### src/rtl/upd_pkg.sv
// Shared types and constants for the URL percent decoder.
`default_nettype none
package upd_pkg;

	// Default number of run entries between the front and the back.
	localparam int unsigned QUEUE_DEPTH = 4;

	// One run: the zero to three bytes that one input beat produces.
	typedef struct packed {
		logic [1:0] count;
		logic [7:0] byte0;
		logic [7:0] byte1;
		logic [7:0] byte2;
		logic       last;
	} run_t;

endpackage
`default_nettype wire

### src/rtl/upd_front.sv
// Front part: tracks escape state and turns each input beat into a run of bytes.
`default_nettype none
module upd_front (
	input  wire logic          clk,
	input  wire logic          arst_n,
	input  wire logic          accept,
	input  wire logic [7:0]    in_byte,
	input  wire logic          in_last,
	input  wire logic          plus_means_space,
	output upd_pkg::run_t      run,
	output logic               run_push
);

	localparam logic [7:0] CHAR_PCT   = 8'h25;
	localparam logic [7:0] CHAR_PLUS  = 8'h2B;
	localparam logic [7:0] CHAR_SPACE = 8'h20;

	typedef enum logic [1:0] {
		PH_IDLE,
		PH_PCT,
		PH_DIGIT
	} phase_t;

	function automatic logic is_hex(input logic [7:0] c);
		is_hex = (c >= 8'h30 && c <= 8'h39) || (c >= 8'h41 && c <= 8'h46) ||
			(c >= 8'h61 && c <= 8'h66);
	endfunction

	function automatic logic [3:0] hex_value(input logic [7:0] c);
		logic [7:0] v;
		v = 8'd0;
		if (c >= 8'h30 && c <= 8'h39) begin
			v = c - 8'h30;
		end else if (c >= 8'h41 && c <= 8'h46) begin
			v = c - 8'h37;
		end else if (c >= 8'h61 && c <= 8'h66) begin
			v = c - 8'h57;
		end
		hex_value = v[3:0];
	endfunction

	phase_t     phase_q;
	logic [7:0] held_q;

	phase_t     phase_d;
	logic [7:0] held_d;
	logic [1:0] pre_cnt;
	logic [7:0] pre0;
	logic [7:0] pre1;
	logic       do_fresh;
	logic       fresh_emit;
	logic [7:0] fresh_byte;
	logic       fresh_opens;
	logic [1:0] total;

	// A byte seen with no escape pending: plus, percent or plain.
	always_comb begin
		fresh_emit  = 1'b1;
		fresh_byte  = in_byte;
		fresh_opens = 1'b0;
		if (in_byte == CHAR_PLUS && plus_means_space) begin
			fresh_byte = CHAR_SPACE;
		end else if (in_byte == CHAR_PCT) begin
			if (!in_last) begin
				fresh_emit  = 1'b0;
				fresh_opens = 1'b1;
			end
		end
	end

	// Escape state: a broken escape flushes its held bytes before the fresh byte.
	always_comb begin
		pre_cnt  = 2'd0;
		pre0     = CHAR_PCT;
		pre1     = held_q;
		do_fresh = 1'b1;
		held_d   = held_q;
		phase_d  = PH_IDLE;
		unique case (phase_q)
			PH_PCT: begin
				if (is_hex(in_byte) && !in_last) begin
					do_fresh = 1'b0;
					held_d   = in_byte;
					phase_d  = PH_DIGIT;
				end else begin
					pre_cnt = 2'd1;
				end
			end
			PH_DIGIT: begin
				if (is_hex(in_byte)) begin
					do_fresh = 1'b0;
					pre_cnt  = 2'd1;
					pre0     = {hex_value(held_q), hex_value(in_byte)};
				end else begin
					pre_cnt = 2'd2;
				end
			end
			default: begin
				pre_cnt = 2'd0;
			end
		endcase
		if (do_fresh && fresh_opens) begin
			phase_d = PH_PCT;
		end
		if (in_last) begin
			phase_d = PH_IDLE;
			held_d  = 8'd0;
		end
	end

	// Pack the prefix bytes and the fresh byte into one run.
	always_comb begin
		total     = pre_cnt + {1'b0, do_fresh & fresh_emit};
		run.count = total;
		run.byte0 = (pre_cnt != 2'd0) ? pre0 : fresh_byte;
		run.byte1 = (pre_cnt == 2'd2) ? pre1 : fresh_byte;
		run.byte2 = fresh_byte;
		run.last  = in_last;
		run_push  = accept && (total != 2'd0);
	end

	// Escape state registers.
	always_ff @(posedge clk or negedge arst_n) begin
		if (!arst_n) begin
			phase_q <= PH_IDLE;
			held_q  <= 8'd0;
		end else if (accept) begin
			phase_q <= phase_d;
			held_q  <= held_d;
		end
	end

`ifndef SYNTHESIS
	a_last_clears_phase: assert property (@(posedge clk) disable iff (!arst_n)
		(accept && in_last) |=> (phase_q == PH_IDLE))
		else $error("escape still pending after the last byte of a string");
`endif

endmodule
`default_nettype wire

### src/rtl/upd_queue.sv
// Short queue of runs between the front and the back.
`default_nettype none
module upd_queue #(
	parameter int unsigned Depth = upd_pkg::QUEUE_DEPTH
) (
	input  wire logic          clk,
	input  wire logic          arst_n,
	input  wire logic          push,
	input  wire upd_pkg::run_t wr_run,
	input  wire logic          pull,
	output upd_pkg::run_t      rd_run,
	output logic               q_full,
	output logic               q_empty
);

	localparam int unsigned PtrW = (Depth > 1) ? $clog2(Depth) : 1;
	localparam int unsigned CntW = $clog2(Depth + 1);
	localparam logic [PtrW-1:0] LastPtr = PtrW'(Depth - 1);
	localparam logic [CntW-1:0] FullCnt = CntW'(Depth);

	upd_pkg::run_t   slots_q [Depth];
	logic [PtrW-1:0] wr_ptr_q;
	logic [PtrW-1:0] rd_ptr_q;
	logic [CntW-1:0] count_q;

	logic do_push;
	logic do_pull;

	assign q_full  = (count_q == FullCnt);
	assign q_empty = (count_q == '0);
	assign do_push = push && !q_full;
	assign do_pull = pull && !q_empty;
	assign rd_run  = slots_q[rd_ptr_q];

	// Entry storage.
	always_ff @(posedge clk) begin
		if (do_push) begin
			slots_q[wr_ptr_q] <= wr_run;
		end
	end

	// Pointers and fill count.
	always_ff @(posedge clk or negedge arst_n) begin
		if (!arst_n) begin
			wr_ptr_q <= '0;
			rd_ptr_q <= '0;
			count_q  <= '0;
		end else begin
			if (do_push) begin
				wr_ptr_q <= (wr_ptr_q == LastPtr) ? '0 : wr_ptr_q + 1'b1;
			end
			if (do_pull) begin
				rd_ptr_q <= (rd_ptr_q == LastPtr) ? '0 : rd_ptr_q + 1'b1;
			end
			if (do_push && !do_pull) begin
				count_q <= count_q + 1'b1;
			end else if (do_pull && !do_push) begin
				count_q <= count_q - 1'b1;
			end
		end
	end

`ifndef SYNTHESIS
	a_count_bound: assert property (@(posedge clk) disable iff (!arst_n)
		count_q <= FullCnt)
		else $error("run queue count exceeds its depth");
`endif

endmodule
`default_nettype wire

### src/rtl/upd_back.sv
// Back part: unpacks queued runs into single output beats through an output register.
`default_nettype none
module upd_back (
	input  wire logic          clk,
	input  wire logic          arst_n,
	input  wire upd_pkg::run_t head,
	input  wire logic          head_valid,
	output logic               head_pull,
	input  wire logic          pop,
	output logic               empty,
	output logic [7:0]         out_byte,
	output logic               run_last,
	output logic               string_last
);

	logic [1:0] idx_q;
	logic       valid_q;

	logic       taken;
	logic       load;
	logic       end_of_run;
	logic [7:0] sel_byte;

	assign taken      = pop && valid_q;
	assign load       = head_valid && (!valid_q || taken);
	assign end_of_run = (idx_q == 2'(head.count - 2'd1));
	assign head_pull  = load && end_of_run;
	assign empty      = !valid_q;

	// Pick the byte of the current run at the current position.
	always_comb begin
		unique case (idx_q)
			2'd0:    sel_byte = head.byte0;
			2'd1:    sel_byte = head.byte1;
			default: sel_byte = head.byte2;
		endcase
	end

	// Output register and position within the run.
	always_ff @(posedge clk or negedge arst_n) begin
		if (!arst_n) begin
			valid_q     <= 1'b0;
			idx_q       <= 2'd0;
			out_byte    <= 8'd0;
			run_last    <= 1'b0;
			string_last <= 1'b0;
		end else if (load) begin
			valid_q     <= 1'b1;
			out_byte    <= sel_byte;
			run_last    <= end_of_run;
			string_last <= end_of_run && head.last;
			idx_q       <= end_of_run ? 2'd0 : idx_q + 2'd1;
		end else if (taken) begin
			valid_q <= 1'b0;
		end
	end

`ifndef SYNTHESIS
	a_idx_in_run: assert property (@(posedge clk) disable iff (!arst_n)
		head_valid |-> (idx_q < head.count))
		else $error("run position beyond the run length");
	a_string_last_ends_run: assert property (@(posedge clk) disable iff (!arst_n)
		(valid_q && string_last) |-> run_last)
		else $error("string end marked on a beat that does not end its run");
`endif

endmodule
`default_nettype wire

### src/rtl/url_percent_decoder_unit.sv
// Top level of the URL percent decoder: front, run queue, back and config register.
//
//  Channel | Handshake        | Payload
//  input   | push / full      | in_byte[7:0], in_last
//  result  | empty / pop      | out_byte[7:0], run_last, string_last
//  config  | cfg_write        | plus_means_space
//
// One input byte is taken per cycle while the run queue has room; the front
// classifies it and queues its run of one to three decoded bytes at once,
// if it has any. The back sends one result beat per cycle while pop takes
// them, so a run of n bytes occupies the output for n beats and the queue
// absorbs the bursts of broken escapes. Results pass the run queue and the
// output register to the ports; full rises when QueueDepth runs are waiting.
// Reset clears the escape state, the queue and the output register.
`default_nettype none
module url_percent_decoder_unit #(
	parameter int unsigned QueueDepth = upd_pkg::QUEUE_DEPTH
) (
	input  wire logic       clk,
	input  wire logic       arst_n,
	input  wire logic       cfg_write,
	input  wire logic       plus_means_space,
	input  wire logic       push,
	output logic            full,
	input  wire logic [7:0] in_byte,
	input  wire logic       in_last,
	output logic            empty,
	input  wire logic       pop,
	output logic [7:0]      out_byte,
	output logic            run_last,
	output logic            string_last
);

	logic          plus_q;
	logic          accept;
	upd_pkg::run_t new_run;
	logic          new_push;
	upd_pkg::run_t head_run;
	logic          head_pull;
	logic          q_empty;

	assign accept = push && !full;

	// Configuration register.
	always_ff @(posedge clk or negedge arst_n) begin
		if (!arst_n) begin
			plus_q <= 1'b0;
		end else if (cfg_write) begin
			plus_q <= plus_means_space;
		end
	end

	upd_front u_front (
		.clk              (clk),
		.arst_n           (arst_n),
		.accept           (accept),
		.in_byte          (in_byte),
		.in_last          (in_last),
		.plus_means_space (plus_q),
		.run              (new_run),
		.run_push         (new_push)
	);

	upd_queue #(
		.Depth (QueueDepth)
	) u_queue (
		.clk     (clk),
		.arst_n  (arst_n),
		.push    (new_push),
		.wr_run  (new_run),
		.pull    (head_pull),
		.rd_run  (head_run),
		.q_full  (full),
		.q_empty (q_empty)
	);

	upd_back u_back (
		.clk         (clk),
		.arst_n      (arst_n),
		.head        (head_run),
		.head_valid  (!q_empty),
		.head_pull   (head_pull),
		.pop         (pop),
		.empty       (empty),
		.out_byte    (out_byte),
		.run_last    (run_last),
		.string_last (string_last)
	);

endmodule
`default_nettype wire
### config.mk
export PLATFORM = sky130hd
export DESIGN_NAME = url_percent_decoder_unit
export DESIGN_NICKNAME = d
export VERILOG_FILES = /design/src/rtl/upd_pkg.sv /design/src/rtl/upd_front.sv /design/src/rtl/upd_queue.sv /design/src/rtl/upd_back.sv /design/src/rtl/url_percent_decoder_unit.sv
export SDC_FILE = /design/constraint.sdc
export NUM_CORES = 1
export LEC_CHECK = 0
export ABC_CLOCK_PERIOD_IN_PS = 3400
export BUFFER_PORTS_ARGS = -buffer_cell sky130_fd_sc_hd__buf_2
export CELL_PAD_IN_SITES_DETAIL_PLACEMENT = 1
export CELL_PAD_IN_SITES_GLOBAL_PLACEMENT = 1
export CORE_ASPECT_RATIO = 0.5
export CORE_MARGIN = 4
export CORE_UTILIZATION = 52
export DETAILED_ROUTE_END_ITERATION = 10
export GPL_ROUTABILITY_DRIVEN = 0
export PLACE_DENSITY = 0.89
export SKIP_CTS_REPAIR_TIMING = 1
export SLEW_MARGIN = 0
export SYNTH_ARGS = -nofsm -noshare
export SYNTH_HDL_FRONTEND = slang
export SYNTH_SLANG_ARGS = --single-unit
### constraint.sdc
create_clock -name clk -period 3.4 [get_ports clk]
set_input_delay 0.51 -clock clk [delete_from_list [all_inputs] [get_ports clk]]
set_output_delay 0.51 -clock clk [all_outputs]
set_load 0.005 [all_outputs]
==> results.yml <==
power:
  power.total_uw: 6330
  p_leak_uw: 0.00279
  power_density_nw_per_um2: 831
  power.switching_uw: 2100
  p_sw_share_pct: 33.2
  vdd_drop_max_v: 0.000411
  combPwrFrac_pct: 31.3
  clockPowerShare_pct: 29.4
  pwr-share-seq_pct: 39.2
  internal_power_uw: 4230
clocking:
  numCtsBuffers: 17
  htree_num_levels: 4
  clkLatencyLatePin_ns: 0.43
  cts_tree: "yes"
  cts_max_path_buffers: 2
  cts-root-buf: "clkbuf_16"
  cts_sinks: 139
  clkSlewWorstSetupHoldPaths_ns: 0.06
global_routing:
  grt_max_degree: 32
  antenna_found_initial: 0
  grt_overflow_total: 0
  grt_pass1_vias: 4508
  grt_usage_pct: 29.1
  grt_pass1_wl_um: 29500
synthesis:
  avgSynthCellArea_sq_um: 15.0
  async_flop_share_pct: 22.3
  yosysWarnings: 0
  synth-edff-count: 108
  synth_seq_cells: 139
  ys_top_cells_by_area: "edfxtp_1, dfrtp_1, mux4_2, ha_1, mux2_2"
  synth_top_area_share_pct: 50.5
  yosysMostFrequentCell: "edfxtp_1"
  yosys.area.top_type: "edfxtp_1"
  ys_seq_area_share_pct: 62.6
  synthDistinctLibCells: 60
  syn_area_sq_um: 6420
  synth_common_cells: "edfxtp_1, dfrtp_1, nand2_1, mux4_2, nand3_1"
  synth_nets: 463
  synth_ff_type: "edfxtp_1"
  postSynthCellCount: 428
critical_path:
  cp.arrival_ns: 3.54
  crit_path_frequent_cell: "inv_1"
  crit_fanout: 7
  cp.required_ns: 3.71
  cp_slowest_cell: "fa_1"
  critPathCaptureType: "flip-flop"
  cpPeakStageDelay_ns: 0.43
  crit_chain: "buf_2 -> inv_1 -> ha_1 -> inv_1 -> a221oi_2 -> o21ai_2 -> buf_4 -> nand2_2 -> nand2_1 -> a21oi_1 -> ha_1 -> inv_1 -> and3_4 -> o31a_4 -> ha_1 -> inv_1 -> fa_1 -> mux2_2"
  crit_path_start_kind: "input pin"
  criticalPathCategory: "input pin to flip-flop"
  reg2reg_slack_ns: 0.35
placement:
  dp_hpwl_um: 11500
  portBuffers: 26
timing:
  drv_slew: 0
  hold_slack_ns: 0.182
  setup_viol: 0
  finalClockSkew_ns: 0.0105
  worst_slew_pin_slew_ns: 0.941
  period_share_pct: 94.9
  max-slew-margin-rel_pct: 37.2
  period_minus_slack_ns: 3.23
  fmax_ghz: 0.310
  hold_viol_final: 0
drt:
  vias_per_cell: 6.51
  post_drt_wl_per_cell_um: 28.9
  first_pass_iters: 5
  drt-initial-drc-count: 542
  antenna_left: 0
  drc: 0
  routed_wl_um: 19300
  dr_total_vias: 4343
layout:
  nets: 524
  fillers: 1116
  num_antenna_cells: 0
  layout-drive-gt1-share_pct: 32.3
  syn_to_final_growth_pct: 18.6
floorplanning:
  pin_count: 27
  die_y_um: 86.6
  die_w_um: 165
  num_rows: 28
  initial_core_util_pct: 53.8
  die-area_sq_um: 14300
  core_area_sq_um: 11900
worst_hold_path:
  hp-class: "input pin to async pin"
status:
  outcome: "completed"
run:
  cap_violations: 0
## placed cells by master, fill, tap and decap left out, drive strengths merged, types with 19 or more instances in the layout
master    n
ha       19
nand2    30
o21ai    23
dfrtp    31
mux4     27
edfxtp  108
clkbuf   22
inv      23
buf      66
nand3    20
## metal layers
layer | vias up | global-route usage (%) | wire, um | part of all wire, %
li1 | 1766 | - | - | -
met1 | 2197 | 39.4 | 7700 | 40
met2 | 326 | 47.0 | 9130 | 47
met3 | 54 | 7.70 | 1960 | 10
met5 | - | 0 | 0 | 0
met4 | 0 | 8.98 | 480 | 2.5
## area by class of cell
type	count	area [sq um]	area share, %
well taps	165	206	2.71
clock inverters	10	72.6	0.953
multi-input cells	245	2240	29.5
flip-flops and latches	139	4020	52.8
inverters	20	75.1	0.986
clock buffers	22	518	6.80
repair buffers	66	480	6.31
## power by group through the flow
stage / logic, uW / registers [uW] / clock network, uW
after global routing: 2130 / 2510 / 1950
after detailed placement: 1890 / 2490 / 0
final: 1980 / 2480 / 1860
after floorplan: 1270 / 2420 / 0
after CTS: 1980 / 2480 / 1860
after global placement: 1780 / 2440 / 0
## worst max-delay path: cells and delay by family
family | cells | cell delay (ns)
muxes | 1 | 0.27
buffers and inverters | 6 | 0.60
adders and majority gates | 4 | 0.96
AOI/OAI and AO/OA | 4 | 0.89
and+or+nand+nor | 3 | 0.29
## final timing paths
check,from,to,depth (start not counted)
max,in_byte[0],u_queue.count_q[1]$_DFFE_PN0P_,18
max in group asynchronous,arst_n,u_queue.rd_ptr_q[0]$_DFFE_PN0P_,1
min reg2reg,u_back.out_byte[1]$_DFFE_PN0P_,u_back.out_byte[1]$_DFFE_PN0P_,2
min,arst_n,u_front.phase_q[0]$_DFFE_PN0P_,1
min in group clk,pop,u_back.valid_q$_DFFE_PN0P_,2
max reg2reg,u_front.phase_q[0]$_DFFE_PN0P_,u_queue.count_q[1]$_DFFE_PN0P_,15
## state kept, by name (all words and copies together) (netlist names)
name and flops:
u_back.valid_q 1, u_back.run_last 1, u_back.string_last 1, u_queue.rd_ptr_q 2, u_back.out_byte 8, u_front.held_q 8
u_back.idx_q 2, u_front.phase_q 2, u_queue.count_q 3, u_queue.wr_ptr_q 2, u_queue.slots_q 108, plus_q 1
## through the flow
| step | worst slack (ns) | cells | area, sq um | utilization [%] | setup TNS [ns] |
|---|---|---|---|---|---|
| 2_1_floorplan | 0.00353 | 428 | 6430 | - | 0 |
| 3_3_place_gp | -0.0897 | 635 | 7000 | 58.6 | -0.114 |
| 3_5_place_dp | -0.303 | 635 | 7000 | 58.6 | -5.73 |
| 5_1_grt | -0.0222 | 667 | 7620 | 63.8 | -0.0222 |
| 4_1_cts | 0.104 | 667 | 7590 | 63.5 | 0 |
| 6_report | 0.173 | 667 | 7620 | 63.8 | 0 |
## kinds of logic after synthesis
| logic type | after synthesis | synth area share, % |
|---|---|---|
| adders and majority gates | 20 | 4.01 |
| AOI/OAI and AO/OA | 77 | 8.75 |
| xor gates and xnor gates | 5 | 0.799 |
| and+or+nand+nor | 101 | 8.55 |
| buffers and inverters | 44 | 3.00 |
| muxes | 42 | 12.3 |
| DFF | 139 | 62.6 |
Power figures use the tool's default switching activity.
